### src/rtl/signed_integer_to_decimal_text_assert.svh
// Assertion macros shared by the decimal text converter RTL.
// Each macro expands to one labeled concurrent assertion on a clock and a reset.
`ifndef SIGNED_INTEGER_TO_DECIMAL_TEXT_ASSERT_SVH
`define SIGNED_INTEGER_TO_DECIMAL_TEXT_ASSERT_SVH

// Same-cycle implication, disabled while reset is high
`define SIDT_ASSERT_IMPLIES(label, clk, rst, ante, cons) \
   label: assert property (@(posedge clk) disable iff (rst) (ante) |-> (cons)) \
      else $error("sidt: same-cycle check failed");

// Next-cycle implication, disabled while reset is high
`define SIDT_ASSERT_NEXT(label, clk, rst, ante, cons) \
   label: assert property (@(posedge clk) disable iff (rst) (ante) |=> (cons)) \
      else $error("sidt: next-cycle check failed");

`endif

### src/rtl/sidt_pkg.sv
// Package for the signed integer to decimal text converter.
// Holds character codes, store sizes, the state type and the core control struct.
`default_nettype none

package sidt_pkg;

   // Default input width taken by the converter
   localparam int DEFAULT_VALUE_WIDTH = 64;

   // Decimal digit store: enough digits for a 64-bit magnitude
   localparam int STORE_DEPTH = 20;
   localparam int COUNT_WIDTH = $clog2(STORE_DEPTH + 1);

   // Buffer size register
   localparam int          SIZE_WIDTH        = 6;
   localparam logic [5:0]  BUFFER_SIZE_RESET = 6'd32;

   // Text characters
   localparam logic [7:0] CHAR_ZERO  = 8'h30;
   localparam logic [7:0] CHAR_NINE  = 8'h39;
   localparam logic [7:0] CHAR_MINUS = 8'h2D;
   localparam logic [7:0] CHAR_NUL   = 8'h00;

   // Shift-and-add-3 correction for a radix of ten
   localparam logic [3:0] DABBLE_THRESHOLD = 4'd5;
   localparam logic [3:0] DABBLE_ADJUST    = 4'd3;

   // Sequencer states
   typedef enum logic [2:0] {
      ST_IDLE,
      ST_CONVERT,
      ST_SIGN,
      ST_DIGIT,
      ST_TERM
   } state_type;

   // Controls from the sequencer to the digit core
   typedef struct packed {
      logic clear;   // start a new conversion
      logic shift;   // take one magnitude bit, MSB first
      logic bit_in;  // the magnitude bit
      logic pop;     // drop the most significant held digit
   } dab_ctrl_type;

endpackage

`default_nettype wire

### src/rtl/sidt_dabble.sv
// Bit-serial binary to BCD core (shift and add 3) with the decimal digit store.
// Depends on sidt_pkg for the store depth, correction constants and control struct.
`default_nettype none

module sidt_dabble
   import sidt_pkg::*;
(
   input  wire logic                   clock,
   input  wire logic                   reset,
   input  wire dab_ctrl_type           ctrl,
   output logic [COUNT_WIDTH-1:0]      digit_count,
   output logic [3:0]                  top_digit
);

   logic [3:0]             store_ff [STORE_DEPTH];
   logic [3:0]             store_in [STORE_DEPTH];
   logic [STORE_DEPTH-1:0] occ_ff;
   logic [STORE_DEPTH-1:0] occ_in;
   logic [COUNT_WIDTH-1:0] count_ff;
   logic [COUNT_WIDTH-1:0] count_in;
   logic [COUNT_WIDTH-1:0] rd_idx;
   logic [3:0]             adj [STORE_DEPTH];
   logic                   grow;

   // Correct each digit, then shift the chain left by one bit
   always_comb begin
      logic [3:0] eff;
      for (int i = 0; i < STORE_DEPTH; i++) begin
         // digits above the highest nonzero one are zero, written or not
         eff = occ_ff[i] ? store_ff[i] : 4'd0;
         adj[i] = (eff >= DABBLE_THRESHOLD) ? (eff + DABBLE_ADJUST) : eff;
      end
      store_in[0] = {adj[0][2:0], ctrl.bit_in};
      for (int i = 1; i < STORE_DEPTH; i++) begin
         store_in[i] = {adj[i][2:0], adj[i-1][3]};
      end
      for (int i = 0; i < STORE_DEPTH; i++) begin
         occ_in[i] = occ_ff[i] | (store_in[i] != 4'd0);
      end
      // the magnitude gains at most one digit per shift
      grow = |(occ_in & ~occ_ff);
   end

   // Track the number of significant digits
   always_comb begin
      count_in = count_ff;
      if (ctrl.clear) begin
         count_in = '0;
      end else if (ctrl.shift) begin
         count_in = count_ff + COUNT_WIDTH'(grow);
      end else if (ctrl.pop && count_ff != '0) begin
         count_in = count_ff - COUNT_WIDTH'(1);
      end
   end

   // Hold control state
   always_ff @(posedge clock) begin
      if (reset) begin
         count_ff <= '0;
         occ_ff   <= '0;
      end else begin
         count_ff <= count_in;
         if (ctrl.clear) begin
            occ_ff <= '0;
         end else if (ctrl.shift) begin
            occ_ff <= occ_in;
         end
      end
   end

   // Advance the digit chain
   always_ff @(posedge clock) begin
      if (ctrl.shift) begin
         for (int i = 0; i < STORE_DEPTH; i++) begin
            store_ff[i] <= store_in[i];
         end
      end
   end

   // Read the most significant held digit
   assign rd_idx      = count_ff - COUNT_WIDTH'(1);
   assign top_digit   = (count_ff != '0) ? store_ff[rd_idx] : 4'd0;
   assign digit_count = count_ff;

endmodule

`default_nettype wire

### src/rtl/signed_integer_to_decimal_text.sv
// Top level of the signed integer to decimal text converter: sequencer, sign and output.
// Depends on sidt_pkg, sidt_dabble and signed_integer_to_decimal_text_assert.svh.
//
//   channel   ports                                   transaction
//   input     start, busy, req_value                  start high while busy low
//   result    rsp_valid, rsp_character, rsp_last      rsp_valid high for one cycle
//   config    csr_write_enable, csr_write_data        csr_write_enable high
//
// An item runs through the convert state (a bit-serial shift-and-add-3 pass over the magnitude),
// then sign, digit (skipped for zero) and term; the digit state's last pass emits no character.
// Characters leave one per cycle while digits are shown; sign shows none for a positive value.
// Busy drops as the NUL is shown. A buffer size of zero makes start do nothing.
// Reset is synchronous, active high, and sets the buffer size to 32.
// Results cannot be stalled by the receiver.
`default_nettype none
`include "signed_integer_to_decimal_text_assert.svh"

module signed_integer_to_decimal_text
   import sidt_pkg::*;
#(
   parameter int VALUE_WIDTH = DEFAULT_VALUE_WIDTH
)
(
   input  wire logic                   clock,
   input  wire logic                   reset,
   input  wire logic                   start,
   output logic                        busy,
   input  wire logic signed [63:0]     req_value,
   output logic                        rsp_valid,
   output logic [7:0]                  rsp_character,
   output logic                        rsp_last,
   input  wire logic                   csr_write_enable,
   input  wire logic [SIZE_WIDTH-1:0]  csr_write_data
);

   localparam int BIT_CNT_W = $clog2(VALUE_WIDTH + 1);

   state_type              state_ff, state_in;
   logic [SIZE_WIDTH-1:0]  size_ff;
   logic [VALUE_WIDTH-1:0] mag_ff, mag_in;
   logic                   neg_ff, neg_in;
   logic [BIT_CNT_W-1:0]   bits_ff, bits_in;
   logic [4:0]             pos_ff, pos_in;
   logic                   rsp_valid_ff, rsp_valid_in;
   logic [7:0]             rsp_character_ff, rsp_character_in;
   logic                   rsp_last_ff, rsp_last_in;

   dab_ctrl_type           dab_ctrl;
   logic [COUNT_WIDTH-1:0] digit_count;
   logic [3:0]             top_digit;

   logic                   accept;
   logic                   room;
   logic [VALUE_WIDTH-1:0] value_bits;
   logic                   emit;
   logic                   is_text_char;

   sidt_dabble u_dabble (
      .clock       (clock),
      .reset       (reset),
      .ctrl        (dab_ctrl),
      .digit_count (digit_count),
      .top_digit   (top_digit)
   );

   assign accept     = start && !busy && (size_ff != '0);
   assign room       = ({1'b0, pos_ff} + 6'd1) < size_ff;
   assign value_bits = req_value[VALUE_WIDTH-1:0];

   // Next state
   always_comb begin
      state_in = state_ff;
      unique case (state_ff)
         ST_IDLE: begin
            if (accept) state_in = ST_CONVERT;
         end
         ST_CONVERT: begin
            if (bits_ff == BIT_CNT_W'(1)) state_in = ST_SIGN;
         end
         ST_SIGN: begin
            state_in = (digit_count == '0) ? ST_TERM : ST_DIGIT;
         end
         ST_DIGIT: begin
            if (digit_count == '0 || !room) state_in = ST_TERM;
         end
         ST_TERM: begin
            state_in = ST_IDLE;
         end
         default: state_in = ST_IDLE;
      endcase
   end

   // Outputs of the sequencer
   always_comb begin
      dab_ctrl         = '0;
      emit             = 1'b0;
      rsp_character_in = CHAR_NUL;
      rsp_last_in      = 1'b0;
      mag_in           = mag_ff;
      neg_in           = neg_ff;
      bits_in          = bits_ff;
      unique case (state_ff)
         ST_IDLE: begin
            if (accept) begin
               dab_ctrl.clear = 1'b1;
               neg_in  = value_bits[VALUE_WIDTH-1];
               mag_in  = value_bits[VALUE_WIDTH-1]
                       ? (~value_bits + VALUE_WIDTH'(1)) : value_bits;
               bits_in = BIT_CNT_W'(VALUE_WIDTH);
            end
         end
         ST_CONVERT: begin
            dab_ctrl.shift  = 1'b1;
            dab_ctrl.bit_in = mag_ff[VALUE_WIDTH-1];
            mag_in  = {mag_ff[VALUE_WIDTH-2:0], 1'b0};
            bits_in = bits_ff - BIT_CNT_W'(1);
         end
         ST_SIGN: begin
            // zero prints as a single digit; negatives get a minus sign
            if (digit_count == '0) begin
               emit = room;
               rsp_character_in = CHAR_ZERO;
            end else begin
               emit = neg_ff && room;
               rsp_character_in = CHAR_MINUS;
            end
         end
         ST_DIGIT: begin
            if (digit_count != '0 && room) begin
               emit = 1'b1;
               dab_ctrl.pop = 1'b1;
               rsp_character_in = CHAR_ZERO + {4'd0, top_digit};
            end
         end
         ST_TERM: begin
            emit        = 1'b1;
            rsp_last_in = 1'b1;
         end
         default: begin
            emit = 1'b0;
         end
      endcase
      rsp_valid_in = emit;
      pos_in = accept ? 5'd0 : (emit ? pos_ff + 5'd1 : pos_ff);
   end

   // Hold control state and the buffer size
   always_ff @(posedge clock) begin
      if (reset) begin
         state_ff     <= ST_IDLE;
         size_ff      <= BUFFER_SIZE_RESET;
         bits_ff      <= '0;
         pos_ff       <= '0;
         neg_ff       <= 1'b0;
         rsp_valid_ff <= 1'b0;
         rsp_last_ff  <= 1'b0;
      end else begin
         state_ff     <= state_in;
         bits_ff      <= bits_in;
         pos_ff       <= pos_in;
         neg_ff       <= neg_in;
         rsp_valid_ff <= rsp_valid_in;
         rsp_last_ff  <= rsp_last_in;
         if (csr_write_enable) begin
            size_ff <= csr_write_data;
         end
      end
   end

   // Advance the payload registers
   always_ff @(posedge clock) begin
      mag_ff           <= mag_in;
      rsp_character_ff <= rsp_character_in;
   end

   assign busy          = (state_ff != ST_IDLE);
   assign rsp_valid     = rsp_valid_ff;
   assign rsp_character = rsp_character_ff;
   assign rsp_last      = rsp_last_ff;

   // Text characters are a minus sign or a decimal digit
   assign is_text_char = (rsp_character == CHAR_MINUS)
                      || ((rsp_character >= CHAR_ZERO) && (rsp_character <= CHAR_NINE));

   // Checks on the emitted text and on the sequencer
   `SIDT_ASSERT_IMPLIES(a_nul_on_last, clock, reset, rsp_valid && rsp_last, rsp_character == CHAR_NUL)
   `SIDT_ASSERT_IMPLIES(a_text_char, clock, reset, rsp_valid && !rsp_last, is_text_char)
   `SIDT_ASSERT_NEXT(a_accept_busy, clock, reset, start && !busy && (size_ff != '0), busy)
   `SIDT_ASSERT_IMPLIES(a_idle_at_last, clock, reset, rsp_valid && rsp_last, !busy)

endmodule

`default_nettype wire
### config.mk
export PLATFORM = sky130hd
export DESIGN_NAME = signed_integer_to_decimal_text
export DESIGN_NICKNAME = d
export VERILOG_FILES = /design/src/rtl/sidt_pkg.sv /design/src/rtl/sidt_dabble.sv /design/src/rtl/signed_integer_to_decimal_text.sv
export VERILOG_INCLUDE_DIRS = /design/src /design/src/rtl
export SDC_FILE = /design/constraint.sdc
export NUM_CORES = 1
export LEC_CHECK = 0
export ABC_AREA = 0
export BUFFER_PORTS_ARGS = -buffer_cell sky130_fd_sc_hd__buf_2
export CAP_MARGIN = 15
export CORE_MARGIN = 2
export CORE_UTILIZATION = 35
export CTS_CLUSTER_SIZE = 14
export DETAILED_ROUTE_END_ITERATION = 7
export PLACE_DENSITY_LB_ADDON = 0.1
export SETUP_SLACK_MARGIN = 0.02
export SLEW_MARGIN = 20
export SYNTH_ARGS = -nofsm -noshare
export SYNTH_HDL_FRONTEND = slang
export SYNTH_HIERARCHICAL = 1
export SYNTH_SLANG_ARGS = --single-unit
### constraint.sdc
create_clock -name clock -period 12.9 [get_ports clock]
set_clock_uncertainty 0.15 [all_clocks]
set_input_delay 1.29 -clock clock [delete_from_list [all_inputs] [get_ports clock]]
set_output_delay 1.29 -clock clock [all_outputs]
set_load 0.005 [all_outputs]
==> results_dict.tcl <==
set metrics [dict create \
    chipHeight_um 193 \
    rows 69 \
    drc_errors 0 \
    final_cells 1828 \
    synth_edf_count 144 \
    multi_input_area_mm2 0.00651 \
    crit_fanout 15 \
    grt_pass1_wl_mm 50.2 \
    synth_compound_area_share_pct 18.4 \
    setup_viol 0 \
    slew_headroom_pct 35.4 \
    rsz0062_at_grt "no" \
    track_usage_pct 16.9 \
    drv_slew 0 \
    dieWidth_um 193 \
    clkSinkCount 199 \
    fin_crit_sh_pct 29.9 \
    clk-insertion-delay-late_ps 440 \
    yosysSeqAreaShare_pct 43.3 \
    dr_total_vias 9851 \
    grt_overflow_total 0 \
    port_buffers 82 \
    synth_seq_cells 199 \
    required_ps 12910 \
    placed_cells_incl_taps 1796 \
    start_util_pct 35.4 \
    layout-drive-gt1-share_pct 13.2 \
    clockBufferDepth 2 \
    synth-xor-area-share_pct 5.37 \
    fillers 3537 \
    tns_ps 0 \
    min_period_ps 3860 \
    drt_wl_total_mm 30.3 \
    dieArea_mm2 0.0373 \
    syn_area_mm2 0.0125 \
    crit_path_end_kind "register" \
    dr.pass1.iters 8 \
    postSynthCellCount 1313 \
    cts_setup_buffers 0 \
    gp_congestion 0.816 \
    cp.arrival_ps 3870 \
    cap_violations 0 \
    ios 85 \
    antenna_cells 0 \
    via_per_inst 5.39 \
    hold_buffers 0 \
    hold_viol 0 \
    cts_resized 0 \
    fmax_mhz 259 \
    synth_top_family_by_area "simple AND/OR/NAND/NOR gates" \
    critical_path_class "input pin to register" \
    htree_levels 4 \
    postSynthAreaPerCell_um2 9.54 \
    cts_tree "yes" \
    power.leakage_nw 5.16 \
    worstMarginPinSlew_ps 969 \
    numCtsBuffers 17 \
    syn_to_final_growth_pct 10.3 \
    cp-start-kind "input pin" \
    fin_nets 1465 \
    seq_area_mm2 0.00543 \
    dp_hpwl_mm 20.9 \
    drt_iter0_drc 574 \
    synth_fa_ha_area_share_pct 3.70 \
    cts_root_buf "clkbuf_16" \
    ir_drop_mv 0.0983 \
    ys_warn_count 6 \
    power_density_mw_per_mm2 120 \
    ys.flop_type "edfxtp_1" \
    coreArea_mm2 0.0354 \
    ys_types 72 \
    drtAntennaViolNets 0 \
    wl_per_cell_um 16.6 \
    grt_start_max_net_pins 91 \
    grt_pass1_vias 9155 \
    status "completed" \
    muxShareOfSynthArea_pct 5.82 \
    antenna_found_initial 0 \
    path_clk_slew_ps 70 \
    async_flop_share_pct 0 \
    min_path_type "register to register" \
    synth-simple-area-share_pct 18.6 \
]
-- report_power, final --
| part | total (mW) | internal [mW] | leakage [nW] | switching [mW] |
|---|---|---|---|---|
| Combinational | 0.265 | 0.0937 | 3.03 | 0.172 |
| Sequential | 0.861 | 0.797 | 1.84 | 0.0638 |
| Clock | 0.532 | 0.281 | 0.289 | 0.252 |
| Total | 1.66 | 1.17 | 5.16 | 0.487 |
-- final cells by class --
class / count / area share, %
multi-input combinational: 975 / 47.1
inverter: 73 / 2.02
tap: 461 / 4.17
sequential: 199 / 39.3
clock buffer: 21 / 3.65
clock inverter: 11 / 0.471
timing repair buffer: 88 / 3.31
-- cells in the final DEF, fill, tap and decap left out, types with 13 or more instances in the layout --
cell | Yosys | layout
nand2_1 | 152 | 152
edfxtp_1 | 144 | 144
a21oi_1 | 132 | 132
nor2_1 | 113 | 113
o21ai_0 | 86 | 86
buf_2 | 1 | 81
inv_1 | 73 | 72
xor2_1 | 65 | 65
dfxtp_1 | 55 | 55
ha_1 | 37 | 37
or3_1 | 34 | 34
nand4_1 | 24 | 24
mux2i_1 | 23 | 23
clkbuf_16 | 0 | 20
or2_2 | 17 | 17
nor2b_1 | 17 | 17
o31ai_1 | 17 | 17
or4_1 | 16 | 16
a21boi_1 | 16 | 16
o221a_2 | 13 | 13
o21ai_1 | 13 | 13
mux4_1 | 13 | 13
-- path summary, 6_finish.rpt --
| check | start | endpoint | slack, ps | cells past startpoint |
|---|---|---|---|---|
| setup reg to reg | state_ff[2]$_SDFFE_PP0P_ | u_dabble/digit_count[4]$_SDFFE_PP0P_ | 9130 | 15 |
| hold reg to reg | bits_ff[6]$_SDFFE_PP0P_ | bits_ff[6]$_SDFFE_PP0P_ | 320 | 1 |
| setup / recovery | req_value[10] | mag_ff[57]$_DFFE_PP_ | 9040 | 7 |
| hold / removal | bits_ff[6]$_SDFFE_PP0P_ | bits_ff[6]$_SDFFE_PP0P_ | 320 | 1 |
-- routing by layer --
| layer | vias up | share of wire, % | track usage (%) |
|---|---|---|---|
| met4 | 0 | 0.90 | 3.90 |
| met1 | 4773 | 51 | 24.6 |
| met2 | 146 | 46 | 26.5 |
| li1 | 4914 | - | - |
| met5 | - | 0 | 0 |
| met3 | 18 | 2.8 | 2.68 |
-- through the flow --
stage / hold slack [ps] / worst slack (ps) / cell area, um2 / power (mW) / util [%]
global route: 345 / 8690 / 13800 / 1.75 / 39.0
detailed placement: 312 / 8610 / 13200 / 1.14 / 37.4
floorplan: 282 / 8230 / 12500 / 1.05 / -
CTS: 326 / 9040 / 13800 / 1.68 / 39.0
global placement: 299 / 8630 / 13200 / 1.14 / 37.4
finish: 325 / 9040 / 13800 / 1.66 / 39.0
-- sequential cells by signal (all words and copies together) (netlist names) --
register              flops
rsp_character             6
rsp_last                  1
mag_ff                   64
size_ff                   6
u_dabble/occ_ff          20
state_ff                  3
u_dabble/store_ff        80
pos_ff                    5
neg_ff                    1
bits_ff                   7
rsp_valid                 1
u_dabble/digit_count      5
-- synthesized netlist by cell type, types with 11 or more instances --
master | instances | share of area, %
a21boi_0 | 11 | 0.66
a21boi_1 | 16 | 0.96
a21oi_1 | 132 | 5.3
clkbuf_1 | 53 | 1.6
dfxtp_1 | 55 | 8.8
edfxtp_1 | 144 | 35
ha_1 | 37 | 3.7
inv_1 | 73 | 2.2
mux2i_1 | 23 | 1.8
mux4_1 | 13 | 2.7
nand2_1 | 152 | 4.6
nand2b_1 | 11 | 0.55
nand4_1 | 24 | 1.2
nor2_1 | 113 | 3.4
nor2b_1 | 17 | 0.85
nor4_1 | 12 | 0.60
o21ai_0 | 86 | 3.4
o21ai_1 | 13 | 0.52
o221a_2 | 13 | 1.2
o31ai_1 | 17 | 1.0
o41ai_1 | 12 | 0.84
or2_2 | 17 | 0.85
or3_1 | 34 | 1.7
or4_1 | 16 | 0.96
xor2_1 | 65 | 4.5
-- critical path: stages --
cell and delay (ps):
buf_2 120, or4_1 580, nor3_1 470, nand4b_2 550, o41ai_1 590, xor2_1 170
o21ai_0 90
-- cells by family (layout without fill, tap and decap cells) --
| group | count (synthesis) | in the layout |
|---|---|---|
| simple gates | 462 | 462 |
| fa+ha+maj | 37 | 37 |
| flops | 199 | 199 |
| xor+xnor | 76 | 76 |
| other cells | 1 | 2 |
| buf+inv | 140 | 193 |
| compound gates | 355 | 355 |
| mux | 43 | 43 |
Note: power is estimated with default switching activity, not from simulation.
